**config.mk**
```make
export PLATFORM = sky130hd
export DESIGN_NAME = click_sequence_reconciler_core
export DESIGN_NICKNAME = d
export VERILOG_FILES = /design/src/rtl/csrec_pkg.sv /design/src/rtl/click_sequence_reconciler_core.sv /design/src/rtl/csrec_queue.sv /design/src/rtl/csrec_front.sv /design/src/rtl/csrec_back.sv
export SDC_FILE = /design/constraint.sdc
export NUM_CORES = 2
export LEC_CHECK = 0
export ABC_CLOCK_PERIOD_IN_PS = 17300
export BUFFER_PORTS_ARGS = -buffer_cell sky130_fd_sc_hd__buf_2
export CORE_MARGIN = 2
export CORE_UTILIZATION = 35
export DETAILED_ROUTE_END_ITERATION = 12
export PLACE_DENSITY = 0.61
export REMOVE_ABC_BUFFERS = 1
export SYNTH_ARGS = -nofsm -noshare
export SYNTH_HDL_FRONTEND = slang
export SYNTH_HIERARCHICAL = 1
export SYNTH_SLANG_ARGS = --single-unit
```
**constraint.sdc**
```tcl
create_clock -name clk -period 17.3 [get_ports clk]
set_input_delay 3.46 -clock clk [delete_from_list [all_inputs] [get_ports clk]]
set_output_delay 3.46 -clock clk [all_outputs]
set_load 0.05 [all_outputs]
```
**src/rtl/csrec_pkg.sv**
```systemverilog
package csrec_pkg;

	localparam int STATIONS_DEF = 16;
	localparam int QUEUE_DEPTH  = 2;

	localparam int RATE_W     = 28;
	localparam int SCALE_W    = 18;
	localparam int PROD_W     = 32 + SCALE_W;
	localparam int DIV_CNT_W  = $clog2(RATE_W);
	localparam logic [SCALE_W-1:0] RATE_SCALE = 18'd256000;
	localparam logic [RATE_W-1:0]  RATE_MAX   = '1;

	localparam int CFG_IDX_W = 3;
	localparam logic [CFG_IDX_W-1:0] CFG_FILL_GAP_LIMIT  = 3'd0;
	localparam logic [CFG_IDX_W-1:0] CFG_DRAIN_GAP_LIMIT = 3'd1;
	localparam logic [CFG_IDX_W-1:0] CFG_DRAIN_DT_MIN    = 3'd2;
	localparam logic [CFG_IDX_W-1:0] CFG_DRAIN_DT_MAX    = 3'd3;
	localparam logic [CFG_IDX_W-1:0] CFG_REORDER_LIMIT   = 3'd4;
	localparam logic [CFG_IDX_W-1:0] CFG_TS_BACK_LIMIT   = 3'd5;

	localparam logic [15:0] FILL_GAP_LIMIT_RST  = 16'd1024;
	localparam logic [31:0] DRAIN_GAP_LIMIT_RST = 32'd65535;
	localparam logic [31:0] DRAIN_DT_MIN_RST    = 32'd100;
	localparam logic [31:0] DRAIN_DT_MAX_RST    = 32'd60000;
	localparam logic [15:0] REORDER_LIMIT_RST   = 16'd1024;
	localparam logic [30:0] TS_BACK_LIMIT_RST   = 31'd60000;

	typedef enum logic [3:0] {
		OC_DUP       = 4'd0,
		OC_FIRST     = 4'd1,
		OC_SEQ       = 4'd2,
		OC_GAP       = 4'd3,
		OC_DRAIN     = 4'd4,
		OC_DRAIN_REJ = 4'd5,
		OC_RESYNC    = 4'd6,
		OC_REORDER   = 4'd7,
		OC_RESET     = 4'd8
	} outcome_t;

	typedef struct packed {
		logic [3:0]  station;
		logic [31:0] click_counter;
		logic [31:0] sender_time_ms;
		logic [31:0] local_time_ms;
	} in_word_t;

	typedef struct packed {
		outcome_t    outcome;
		logic [16:0] credit;
		logic [15:0] gap_fill;
	} out_word_t;

	typedef struct packed {
		logic [15:0] fill_gap_limit;
		logic [31:0] drain_gap_limit;
		logic [31:0] drain_dt_min;
		logic [31:0] drain_dt_max;
		logic [15:0] reorder_limit;
		logic [30:0] ts_back_limit;
	} cfg_t;

	typedef struct packed {
		logic [3:0]  station;
		logic        station_ok;
		outcome_t    outcome;
		logic [16:0] credit;
		logic [15:0] gap_fill;
		logic [31:0] gap;
		logic [31:0] dt;
		logic [31:0] now;
	} cmd_t;

	typedef struct packed {
		logic [31:0] last_counter;
		logic [31:0] last_sender_time;
	} front_rec_t;

	typedef struct packed {
		logic [31:0]       last_credit_time;
		logic [15:0]       resync_total;
		logic [31:0]       gap_filled_total;
		logic [31:0]       drain_backlog;
		logic [RATE_W-1:0] peak_drain_rate;
	} back_rec_t;

	typedef enum logic [1:0] {
		F_IDLE,
		F_CALC,
		F_DECIDE
	} front_state_t;

	typedef enum logic [2:0] {
		B_IDLE,
		B_PREP,
		B_CHECK,
		B_DIV,
		B_WRITE
	} back_state_t;

endpackage

```
**src/rtl/click_sequence_reconciler_core.sv**
```systemverilog
// channel  dir  handshake             word
// in       in   in_valid / in_stall   in_word   (in_word_t)
// out      out  out_valid / out_stall out_word  (out_word_t)
// cfg      in   cfg_we                cfg_index, cfg_data
//
// Front takes a word through F_CALC, F_DECIDE before the next; the back through B_PREP,
// B_WRITE; drain words add B_CHECK and, unless the rate clips, a 28-step serial divider.
// A two-entry command queue lets the front run ahead while the back divides.
// Reset clears the per-station valid bits at once; no clearing pass is needed.
// A stalled result holds in the output register; the back then holds and the queue fills.
module click_sequence_reconciler_core import csrec_pkg::*; #(
	parameter int STATIONS = STATIONS_DEF
) (
	input  logic                 clk,
	input  logic                 arst_n,
	input  logic                 in_valid,
	output logic                 in_stall,
	input  in_word_t             in_word,
	output logic                 out_valid,
	input  logic                 out_stall,
	output out_word_t            out_word,
	input  logic                 cfg_we,
	input  logic [CFG_IDX_W-1:0] cfg_index,
	input  logic [31:0]          cfg_data
);

	cfg_t cfg_q;
	logic push;
	logic full;
	logic pop;
	logic q_valid;
	cmd_t cmd_in;
	cmd_t cmd_out;

	always_ff @(posedge clk or negedge arst_n) begin
		if (!arst_n) begin
			cfg_q.fill_gap_limit  <= FILL_GAP_LIMIT_RST;
			cfg_q.drain_gap_limit <= DRAIN_GAP_LIMIT_RST;
			cfg_q.drain_dt_min    <= DRAIN_DT_MIN_RST;
			cfg_q.drain_dt_max    <= DRAIN_DT_MAX_RST;
			cfg_q.reorder_limit   <= REORDER_LIMIT_RST;
			cfg_q.ts_back_limit   <= TS_BACK_LIMIT_RST;
		end else if (cfg_we) begin
			case (cfg_index)
				CFG_FILL_GAP_LIMIT:  cfg_q.fill_gap_limit  <= cfg_data[15:0];
				CFG_DRAIN_GAP_LIMIT: cfg_q.drain_gap_limit <= cfg_data;
				CFG_DRAIN_DT_MIN:    cfg_q.drain_dt_min    <= cfg_data;
				CFG_DRAIN_DT_MAX:    cfg_q.drain_dt_max    <= cfg_data;
				CFG_REORDER_LIMIT:   cfg_q.reorder_limit   <= cfg_data[15:0];
				CFG_TS_BACK_LIMIT:   cfg_q.ts_back_limit   <= cfg_data[30:0];
				default: begin
				end
			endcase
		end
	end

	csrec_front #(
		.STATIONS(STATIONS)
	) u_front (
		.clk      (clk),
		.arst_n   (arst_n),
		.in_valid (in_valid),
		.in_stall (in_stall),
		.in_word  (in_word),
		.cfg      (cfg_q),
		.push     (push),
		.cmd      (cmd_in),
		.full     (full)
	);

	csrec_queue u_queue (
		.clk    (clk),
		.arst_n (arst_n),
		.push   (push),
		.wdata  (cmd_in),
		.full   (full),
		.pop    (pop),
		.rdata  (cmd_out),
		.valid  (q_valid)
	);

	csrec_back #(
		.STATIONS(STATIONS)
	) u_back (
		.clk       (clk),
		.arst_n    (arst_n),
		.q_valid   (q_valid),
		.pop       (pop),
		.cmd       (cmd_out),
		.out_valid (out_valid),
		.out_stall (out_stall),
		.out_word  (out_word)
	);

endmodule

```
**src/rtl/csrec_queue.sv**
```systemverilog
module csrec_queue import csrec_pkg::*; (
	input  logic clk,
	input  logic arst_n,
	input  logic push,
	input  cmd_t wdata,
	output logic full,
	input  logic pop,
	output cmd_t rdata,
	output logic valid
);

	localparam int PW = (QUEUE_DEPTH > 1) ? $clog2(QUEUE_DEPTH) : 1;
	localparam int CW = $clog2(QUEUE_DEPTH + 1);

	cmd_t           ent_q [QUEUE_DEPTH];
	logic [PW-1:0]  wp_q;
	logic [PW-1:0]  rp_q;
	logic [CW-1:0]  cnt_q;

	assign full  = (cnt_q == CW'(QUEUE_DEPTH));
	assign valid = (cnt_q != '0);
	assign rdata = ent_q[rp_q];

	always_ff @(posedge clk) begin
		if (push) begin
			ent_q[wp_q] <= wdata;
		end
	end

	always_ff @(posedge clk or negedge arst_n) begin
		if (!arst_n) begin
			wp_q  <= '0;
			rp_q  <= '0;
			cnt_q <= '0;
		end else begin
			if (push) begin
				wp_q <= (wp_q == PW'(QUEUE_DEPTH - 1)) ? '0 : wp_q + PW'(1);
			end
			if (pop) begin
				rp_q <= (rp_q == PW'(QUEUE_DEPTH - 1)) ? '0 : rp_q + PW'(1);
			end
			if (push && !pop) begin
				cnt_q <= cnt_q + CW'(1);
			end else if (pop && !push) begin
				cnt_q <= cnt_q - CW'(1);
			end
		end
	end

	a_no_overflow: assert property (@(posedge clk) disable iff (!arst_n) push |-> !full)
		else $error("queue push while full");
	a_no_underflow: assert property (@(posedge clk) disable iff (!arst_n) pop |-> valid)
		else $error("queue pop while empty");
	a_count_bound: assert property (@(posedge clk) disable iff (!arst_n)
		cnt_q <= CW'(QUEUE_DEPTH))
		else $error("queue count out of range");

endmodule

```
**src/rtl/csrec_front.sv**
```systemverilog
module csrec_front import csrec_pkg::*; #(
	parameter int STATIONS = STATIONS_DEF
) (
	input  logic     clk,
	input  logic     arst_n,
	input  logic     in_valid,
	output logic     in_stall,
	input  in_word_t in_word,
	input  cfg_t     cfg,
	output logic     push,
	output cmd_t     cmd,
	input  logic     full
);

	localparam int AW = (STATIONS > 1) ? $clog2(STATIONS) : 1;

	front_state_t  state_q;
	front_state_t  state_d;
	front_rec_t    mem_q [STATIONS];
	logic [STATIONS-1:0] vld_q;
	front_rec_t    rec_q;
	logic          rec_vld_q;
	in_word_t      item_q;
	logic          item_ok_q;

	logic          in_fire;
	logic          in_ok;
	logic [AW-1:0] in_idx;
	logic [AW-1:0] item_idx;
	logic [31:0]   lc;
	logic [31:0]   ls;
	logic [32:0]   back_ext;

	logic [31:0]   gap_q;
	logic [31:0]   dt_q;
	logic [31:0]   back_q;
	logic [31:0]   mag_q;
	logic          gt_q;
	logic          eq_q;
	logic          first_q;

	outcome_t      oc;
	logic [16:0]   credit;
	logic [15:0]   gcredit;
	logic          adv;

	assign in_stall = (state_q != F_IDLE);
	assign in_fire  = in_valid && !in_stall;
	assign in_ok    = ({28'd0, in_word.station} < 32'(STATIONS));
	assign in_idx   = AW'(in_word.station);
	assign item_idx = AW'(item_q.station);
	assign lc       = rec_vld_q ? rec_q.last_counter : '0;
	assign ls       = rec_vld_q ? rec_q.last_sender_time : '0;
	assign back_ext = {1'b0, lc} - {1'b0, item_q.click_counter};
	assign push     = (state_q == F_DECIDE) && !full;

	always_ff @(posedge clk) begin
		if (in_fire) begin
			item_q <= in_word;
			rec_q  <= mem_q[in_idx];
		end
		if (push && item_ok_q && adv) begin
			mem_q[item_idx] <= '{last_counter: item_q.click_counter,
				last_sender_time: item_q.sender_time_ms};
		end
		if (state_q == F_CALC) begin
			gap_q   <= item_q.click_counter - lc - 32'd1;
			dt_q    <= item_q.sender_time_ms - ls;
			mag_q   <= ls - item_q.sender_time_ms;
			back_q  <= back_ext[31:0];
			gt_q    <= back_ext[32];
			eq_q    <= (item_q.click_counter == lc);
			first_q <= (lc == '0);
		end
	end

	always_ff @(posedge clk or negedge arst_n) begin
		if (!arst_n) begin
			state_q   <= F_IDLE;
			vld_q     <= '0;
			rec_vld_q <= 1'b0;
			item_ok_q <= 1'b0;
		end else begin
			state_q <= state_d;
			if (in_fire) begin
				item_ok_q <= in_ok;
				rec_vld_q <= in_ok && vld_q[in_idx];
			end
			if (push && item_ok_q && adv) begin
				vld_q[item_idx] <= 1'b1;
			end
		end
	end

	always_comb begin
		oc      = OC_DUP;
		credit  = '0;
		gcredit = '0;
		adv     = 1'b0;
		if (item_ok_q) begin
			if (first_q) begin
				oc     = OC_FIRST;
				credit = 17'd1;
				adv    = 1'b1;
			end else if (eq_q) begin
				oc = OC_DUP;
			end else if (gt_q) begin
				credit = 17'd1;
				adv    = 1'b1;
				if (gap_q == '0) begin
					oc = OC_SEQ;
				end else if (gap_q <= {16'd0, cfg.fill_gap_limit}) begin
					oc      = OC_GAP;
					credit  = 17'd1 + {1'b0, gap_q[15:0]};
					gcredit = gap_q[15:0];
				end else if (gap_q <= cfg.drain_gap_limit) begin
					if (dt_q > cfg.drain_dt_min && dt_q < cfg.drain_dt_max) begin
						oc = OC_DRAIN;
					end else begin
						oc = OC_DRAIN_REJ;
					end
				end else begin
					oc = OC_RESYNC;
				end
			end else begin
				if (back_q > {16'd0, cfg.reorder_limit} ||
					(dt_q[31] && mag_q > {1'b0, cfg.ts_back_limit})) begin
					oc     = OC_RESET;
					credit = 17'd1;
					adv    = 1'b1;
				end else begin
					oc = OC_REORDER;
				end
			end
		end
	end

	always_comb begin
		cmd.station    = item_q.station;
		cmd.station_ok = item_ok_q;
		cmd.outcome    = oc;
		cmd.credit     = credit;
		cmd.gap_fill   = gcredit;
		cmd.gap        = gap_q;
		cmd.dt         = dt_q;
		cmd.now        = item_q.local_time_ms;
	end

	always_comb begin
		state_d = state_q;
		case (state_q)
			F_IDLE: begin
				if (in_fire) begin
					state_d = F_CALC;
				end
			end
			F_CALC: begin
				state_d = F_DECIDE;
			end
			F_DECIDE: begin
				if (!full) begin
					state_d = F_IDLE;
				end
			end
			default: begin
				state_d = F_IDLE;
			end
		endcase
	end

endmodule

```
**src/rtl/csrec_back.sv**
```systemverilog
module csrec_back import csrec_pkg::*; #(
	parameter int STATIONS = STATIONS_DEF
) (
	input  logic      clk,
	input  logic      arst_n,
	input  logic      q_valid,
	output logic      pop,
	input  cmd_t      cmd,
	output logic      out_valid,
	input  logic      out_stall,
	output out_word_t out_word
);

	localparam int AW = (STATIONS > 1) ? $clog2(STATIONS) : 1;

	back_state_t          state_q;
	back_state_t          state_d;
	back_rec_t            mem_q [STATIONS];
	logic [STATIONS-1:0]  vld_q;
	back_rec_t            rd_q;
	logic                 rd_vld_q;
	back_rec_t            rec;
	back_rec_t            upd_q;
	back_rec_t            wr_rec;
	cmd_t                 cmd_q;
	logic [AW-1:0]        cmd_idx;
	logic [AW-1:0]        pop_idx;

	logic [PROD_W-1:0]    prod_d;
	logic [PROD_W-1:0]    prod_q;
	logic                 sat;
	logic [31:0]          rem_q;
	logic [RATE_W-1:0]    num_q;
	logic [RATE_W-1:0]    quo_q;
	logic [DIV_CNT_W-1:0] cnt_q;
	logic [32:0]          rem_sh;
	logic [32:0]          rem_sub;
	logic                 div_last;
	logic                 bump;

	logic                 wr_fire;
	out_word_t            out_word_q;
	logic                 out_valid_q;

	function automatic logic [31:0] sat_add32(input logic [31:0] a, input logic [31:0] b);
		logic [32:0] s;
		s = {1'b0, a} + {1'b0, b};
		return s[32] ? '1 : s[31:0];
	endfunction

	assign pop      = (state_q == B_IDLE) && q_valid;
	assign pop_idx  = AW'(cmd.station);
	assign cmd_idx  = AW'(cmd_q.station);
	assign rec      = rd_vld_q ? rd_q : '0;
	assign prod_d   = cmd_q.gap * RATE_SCALE;
	assign sat      = {{(32 + RATE_W - PROD_W){1'b0}}, prod_q} >= {cmd_q.dt, {RATE_W{1'b0}}};
	assign rem_sh   = {rem_q, num_q[RATE_W-1]};
	assign rem_sub  = rem_sh - {1'b0, cmd_q.dt};
	assign div_last = (cnt_q == DIV_CNT_W'(RATE_W - 1));
	assign bump     = (cmd_q.outcome == OC_DRAIN_REJ) || (cmd_q.outcome == OC_RESYNC) ||
		(cmd_q.outcome == OC_RESET);
	assign wr_fire  = (state_q == B_WRITE) && (!out_valid_q || !out_stall);

	always_comb begin
		wr_rec = upd_q;
		if (quo_q > upd_q.peak_drain_rate) begin
			wr_rec.peak_drain_rate = quo_q;
		end
	end

	always_ff @(posedge clk) begin
		if (pop) begin
			cmd_q <= cmd;
			rd_q  <= mem_q[pop_idx];
		end
		case (state_q)
			B_PREP: begin
				upd_q.last_credit_time <= (cmd_q.credit != '0) ? cmd_q.now :
					rec.last_credit_time;
				upd_q.gap_filled_total <= sat_add32(rec.gap_filled_total,
					{16'd0, cmd_q.gap_fill});
				upd_q.resync_total     <= (bump && rec.resync_total != '1) ?
					rec.resync_total + 16'd1 : rec.resync_total;
				upd_q.drain_backlog    <= (cmd_q.outcome == OC_DRAIN) ?
					sat_add32(rec.drain_backlog, cmd_q.gap) : rec.drain_backlog;
				upd_q.peak_drain_rate  <= rec.peak_drain_rate;
				prod_q <= prod_d;
				quo_q  <= '0;
			end
			B_CHECK: begin
				if (sat) begin
					quo_q <= RATE_MAX;
				end else begin
					rem_q <= 32'(prod_q[PROD_W-1:RATE_W]);
					num_q <= prod_q[RATE_W-1:0];
					cnt_q <= '0;
				end
			end
			B_DIV: begin
				rem_q <= rem_sub[32] ? rem_sh[31:0] : rem_sub[31:0];
				quo_q <= {quo_q[RATE_W-2:0], ~rem_sub[32]};
				num_q <= {num_q[RATE_W-2:0], 1'b0};
				cnt_q <= cnt_q + DIV_CNT_W'(1);
			end
			B_WRITE: begin
				if (wr_fire) begin
					if (cmd_q.station_ok) begin
						mem_q[cmd_idx] <= wr_rec;
					end
					out_word_q <= '{outcome: cmd_q.outcome, credit: cmd_q.credit,
						gap_fill: cmd_q.gap_fill};
				end
			end
			default: begin
			end
		endcase
	end

	always_ff @(posedge clk or negedge arst_n) begin
		if (!arst_n) begin
			state_q     <= B_IDLE;
			vld_q       <= '0;
			rd_vld_q    <= 1'b0;
			out_valid_q <= 1'b0;
		end else begin
			state_q <= state_d;
			if (pop) begin
				rd_vld_q <= cmd.station_ok && vld_q[pop_idx];
			end
			if (wr_fire && cmd_q.station_ok) begin
				vld_q[cmd_idx] <= 1'b1;
			end
			if (wr_fire) begin
				out_valid_q <= 1'b1;
			end else if (!out_stall) begin
				out_valid_q <= 1'b0;
			end
		end
	end

	always_comb begin
		state_d = state_q;
		case (state_q)
			B_IDLE: begin
				if (q_valid) begin
					state_d = B_PREP;
				end
			end
			B_PREP: begin
				state_d = (cmd_q.outcome == OC_DRAIN) ? B_CHECK : B_WRITE;
			end
			B_CHECK: begin
				state_d = sat ? B_WRITE : B_DIV;
			end
			B_DIV: begin
				if (div_last) begin
					state_d = B_WRITE;
				end
			end
			B_WRITE: begin
				if (wr_fire) begin
					state_d = B_IDLE;
				end
			end
			default: begin
				state_d = B_IDLE;
			end
		endcase
	end

	assign out_valid = out_valid_q;
	assign out_word  = out_word_q;

	a_div_drain_only: assert property (@(posedge clk) disable iff (!arst_n)
		state_q == B_DIV |-> cmd_q.outcome == OC_DRAIN)
		else $error("divider running for a non-drain word");
	a_div_count: assert property (@(posedge clk) disable iff (!arst_n)
		state_q == B_DIV |-> cnt_q <= DIV_CNT_W'(RATE_W - 1))
		else $error("divider step count overrun");
	a_write_shows: assert property (@(posedge clk) disable iff (!arst_n)
		wr_fire |=> out_valid_q && state_q == B_IDLE)
		else $error("result word not presented after record write");

endmodule
```
# == After elaboration in Yosys (flattened, before gate mapping) ==
# Memories as Yosys holds them, arrays and structs flattened. A register that Yosys moved wholly into a read port is not among the register bits.
# Index checks and enable logic that the tools add are counted.
# op_classes
muxes,54
magnitude_cmp,10
reduce_logical,38
multipliers,1
bitwise,1
n_eq_ne,22
addsub,11
# op_table
op,n
2-to-1 mux 17 bit,6
2-to-1 mux 16 bit,6
subtractor 32 bit,3
zero test 32 bit,2
2-to-1 mux 32 bit,2
>= comparator 50 x 60 -> 1 bit,1
multiplier 32 x 7 -> 39 bit (second input constant),1
subtractor 32 x 32 -> 33 bit,1
== test 32 bit,1
greater-than comparator 32 x 16 -> 1 bit,1
greater-than comparator 32 x 31 -> 1 bit,1
greater-than comparator 32 bit,1
less-or-equal comparator 32 x 16 -> 1 bit,1
less-or-equal comparator 32 bit,1
< comparator 32 bit,1
subtractor 32 x 1 -> 32 bit (second input constant),1
2-to-1 mux 4 bit,7
AND reduction 2 bit,9
adder 1 x 16 -> 17 bit (first input constant),1
2-to-1 mux 1 bit,17
bitwise OR 16 bit,1
2-to-1 mux 3 bit,5
case mux 3 bit (5 select lines),1
== test 3 x 2 -> 1 bit (second input constant),4
other kinds (27),62
# word_totals
memories,2
regBits,499
in_bits,140
elab_cells,170
output_inout_bits,39
ram_bits,1300
# memory_table
name,words,width,read_ports,rd_ports_with_merged_regs,write_ports,line_no,text
u_front.mem_q,16,64,1,1,1,csrec_front.sv:19,front_rec_t mem_q [STATIONS];
u_queue.ent_q,2,138,1,1,1,csrec_queue.sv:15,cmd_t ent_q [QUEUE_DEPTH];

# == Depth between registers and ports, before layout ==
# logic_depth
depth_word,11
depth_mapped,17
mapped_depth_nobuf,17

# == Modules after synthesis ==
# Netlist, hierarchy kept.
# modules_own_cells
mod,area_each_um2,n_inst,cells_each,seq_area_each_um2
csrec_front,60566.8,1,3682,40078.4
csrec_back,11913.9,1,905,5565.3
csrec_queue,10179.8,1,445,8388.0
click_sequence_reconciler_core,6019.5,1,341,4022.6

# == Worst setup path after synthesis ==
# Ideal clock, no wire load.
# synth_path
path_kind,register to register
from,register u_back.state_q[0]
to,register u_queue.cnt_q[1]
arrival_time_ns,12.492
setup_ns,0.079
period_less_slack_ns,12.571
n_path_buf,1
setup_slack_ns,4.729
required_ns,17.221
stages_incl_launch_ff,7
cell_sequence,dfrtp_1 clkbuf_1 nor4b_1 inv_1 ha_1 nor2_1 xor2_1
# synth_between
elab_chain_cells,5
word_cells_on_any_way,7
classes_between,mux: 1; reduce/logical: 6
# synth_lines
item,line_no,text
from (decl),csrec_back.sv:16,back_state_t state_q;
from (signal assigned),csrec_back.sv:126,state_q <= state_d;
zero test 3 bit *,csrec_back.sv:51,assign pop = (state_q == B_IDLE) && q_valid;
logical AND 1 bit *,csrec_back.sv:51,
via pop,click_sequence_reconciler_core.sv:30,logic pop;
zero test 1 bit,csrec_queue.sv:42,if (push && !pop) begin
logical AND 1 bit,csrec_queue.sv:42,
2-to-1 mux 2 bit or nonzero test 2 bit (tied branches),--,
to (signal assigned),csrec_queue.sv:43,cnt_q <= cnt_q + CW'(1);
to (signal assigned),csrec_queue.sv:45,cnt_q <= cnt_q - CW'(1);
to (decl),csrec_queue.sv:18,logic [CW-1:0] cnt_q;
# Mark *: on every way through the listed nets, which the timed path passes. The rest lies on a longest branch.
# A chain may end at the register's enable or synchronous reset.

==> summary.md <==
| Metric | Value |
|---|---|
| Run status | completed |
| Total global-route track usage | between 10% and 20% |
| DR WL/cell | 23.5 um |
| Max cap viols | 0 |
| CP Class | primary input to flop |
| Post-Route WL | between 200 and 250 mm |
| Drt first pass iters | 5 |
| Slew margin rel. | roughly a quarter |
| Area of the multi-input gates | about 27000 um^2 |
| Layout filler cell count | 21800 |
| Clock tree root driver cell | clkbuf_16 |
| Max Root-Sink Buffers | 3 |
| Clock skew | 0.0892 ns |
| Setup TNS | 0 ns |
| Synthesized area per cell | roughly 16 um^2 |
| Critical Path Start | in_word[96] |
| R2R depth | 15 |
| RR Endpoint | u_back/prod_q[48] |
| Fraction of final layout cells sized beyond drive strength 1 | about a fifth |
| Routed vias/inst | 5.20 |
| PostCTS Resize Cnt | 0 |
| Die Span Y | roughly 500 um |
| Largest net degree at the start of global routing | 97 |
| Via count | 45600 |
| Worst setup margin | around 11 ns |
| First-pass GRT wire length | between 300 and 400 mm |
| Worst Max-Slew Pin Slew | 1.13 ns |
| Iter 0 DRT Violations | approximately 4000 |
| Worst endpoint required time | approximately 18 ns |
| Worst r2r src | u_back/cmd_q[64] |
| Final setup fails | 0 |
| Remaining DRCs | 0 |
| Warnings from Yosys | 6 |
| Initial Utilization | between 30% and 40% |
| Layout area overhead | 12.8% |
| Routed Antenna Nets | 0 |
| Critical Path AT | ~7.0 ns |
| Die area | roughly 250000 um^2 |
| Fmax | 156 MHz |
| Crit end category | flop |
| Io pins | 179 |
| PortBufs | 146 |
| Register area | 54900 um^2 |
| Clock sinks | between 1500 and 2000 |
| Post-Syn Area | 84800 um^2 |
| Core Area | approximately 240000 um^2 |
| Final Hold Viols | 0 |
| Worst hold path class | flop to flop |
| Setup WS pre-CTS | 9.88 ns |
| Worst setup SP type | primary input |
| Die W | a little under 500 um |
| Nets | between 6000 and 7000 |
| RD Place Congestion | 0.884 |
| Post-CTS Setup Repair Bufs | 0 |
| H-tree levels | 4 |
| Clk pin slew, worst setup/hold paths | 0.06 ns |
| Grt ovf | 0 |
| Hold_buf cts | 0 |
| Initial antenna violation count | 33 |
| CTS buffer count | about 190 |
| Num rows | 180 |
| Vias in the first global route | ~46000 |
| Synth Instances | around 5200 |
| Worst-path fanout max | 58 |
| CP endpoint | u_front/rec_q[57] |
| Fin crit share | between 30% and 40% |
| Slew Limit Fails | 0 |
| HPWL after detailed placement | approximately 130 mm |
| RSZ-0062 raised after global routing | false |
| Clock period minus worst slack | 6.42 ns |
| Setup slack, reg-to-reg | 11.84 ns |
| CTS tree | done |
| Clock latency on the worst-skew pair | 0.87 ns |
flip-flops by register name, indices dropped and copies added, names as in the netlist, 4 cells and up:
register / cells
u_back/cmd_q: 101
u_back/cnt_q: 5
u_front/vld_q: 16
u_front/mem_q: 1024
cfg_q: 159
u_front/gap_q: 32
u_front/mag_q: 31
u_front/item_q: 64
u_back/prod_q: 39
u_front/dt_q: 32
u_front/item_idx: 4
u_queue/ent_q: 202
u_front/back_q: 32
u_front/rec_q: 64
u_back/out_word: 37
per-layer routing:
layer | global-route usage [%] | part of all wire [%] | vias up
met2 | 27.6 | 49 | 1254
met5 | 0 | 0.0044 | -
met4 | 5.10 | 2.4 | 2
met3 | 2.04 | 4.9 | 286
li1 | - | - | 20300
met1 | 22.9 | 44 | 23800
how the worst min path moves through the flow:
| stage | from | end | slack [ns] | depth (start not counted) |
|---|---|---|---|---|
| 5_1_grt | u_back/cmd_q[109] | u_back/out_word[13] | 0.43 | 0 |
| 3_3_place_gp | u_back/cmd_q[101] | u_back/out_word[5] | 0.41 | 0 |
| 4_1_cts | u_back/cmd_q[96] | u_back/out_word[0] | 0.42 | 0 |
| 6_report | u_back/cmd_q[126] | u_back/out_word[30] | 0.42 | 0 |
| 3_5_place_dp | u_back/cmd_q[96] | u_back/out_word[0] | 0.41 | 0 |
| 2_1_floorplan | u_back/cmd_q[96] | u_back/out_word[0] | 0.40 | 0 |
worst max-delay path: stages:
cell    delay, ns
buf_8        0.46
buf_4        0.80
buf_4        0.92
mux4_2       0.64
mux4_2       0.47
layout make-up:
cell class / count / area share [%]
Antenna cell: 14 / 0.0366
Sequential cell: 1857 / 57.4
Tap cell: 3185 / 4.17
Clock buffer: 233 / 5.33
Timing Repair Buffer: 199 / 1.22
Multi-Input combinational cell: 2651 / 28.6
Clock inverter: 125 / 1.32
Inverter: 505 / 1.98
per-stage QoR:
step	instance area, um^2	hold slack, ns	util [%]	instances
2_1_floorplan	83900	0.400	-	5013
3_3_place_gp	89200	0.407	37.1	8397
3_5_place_dp	89200	0.409	37.1	8397
4_1_cts	95600	0.423	39.7	8755
5_1_grt	95600	0.434	39.7	8765
6_report	95600	0.422	39.7	8769
cell usage in the layout, fill, tap and decap left out, types with 39 or more instances in the layout:
master and n:
mux2_2 255, nand4_1 54, edfxtp_1 1670, a21oi_1 236, nand3_1 50, a21o_1 111
nand2_1 189, clkinv_2 39, nor2_1 147, xnor2_1 103, clkbuf_16 195, xor2_1 62
o21ai_0 132, inv_1 505, fa_1 120, ha_1 394, buf_4 54, dfrtp_1 150
clkinv_1 41, mux4_2 325, buf_2 141
Power is left out: the tool's default activity adds up to more than one toggle a clock period on the data nets, which glitch-free logic cannot reach.
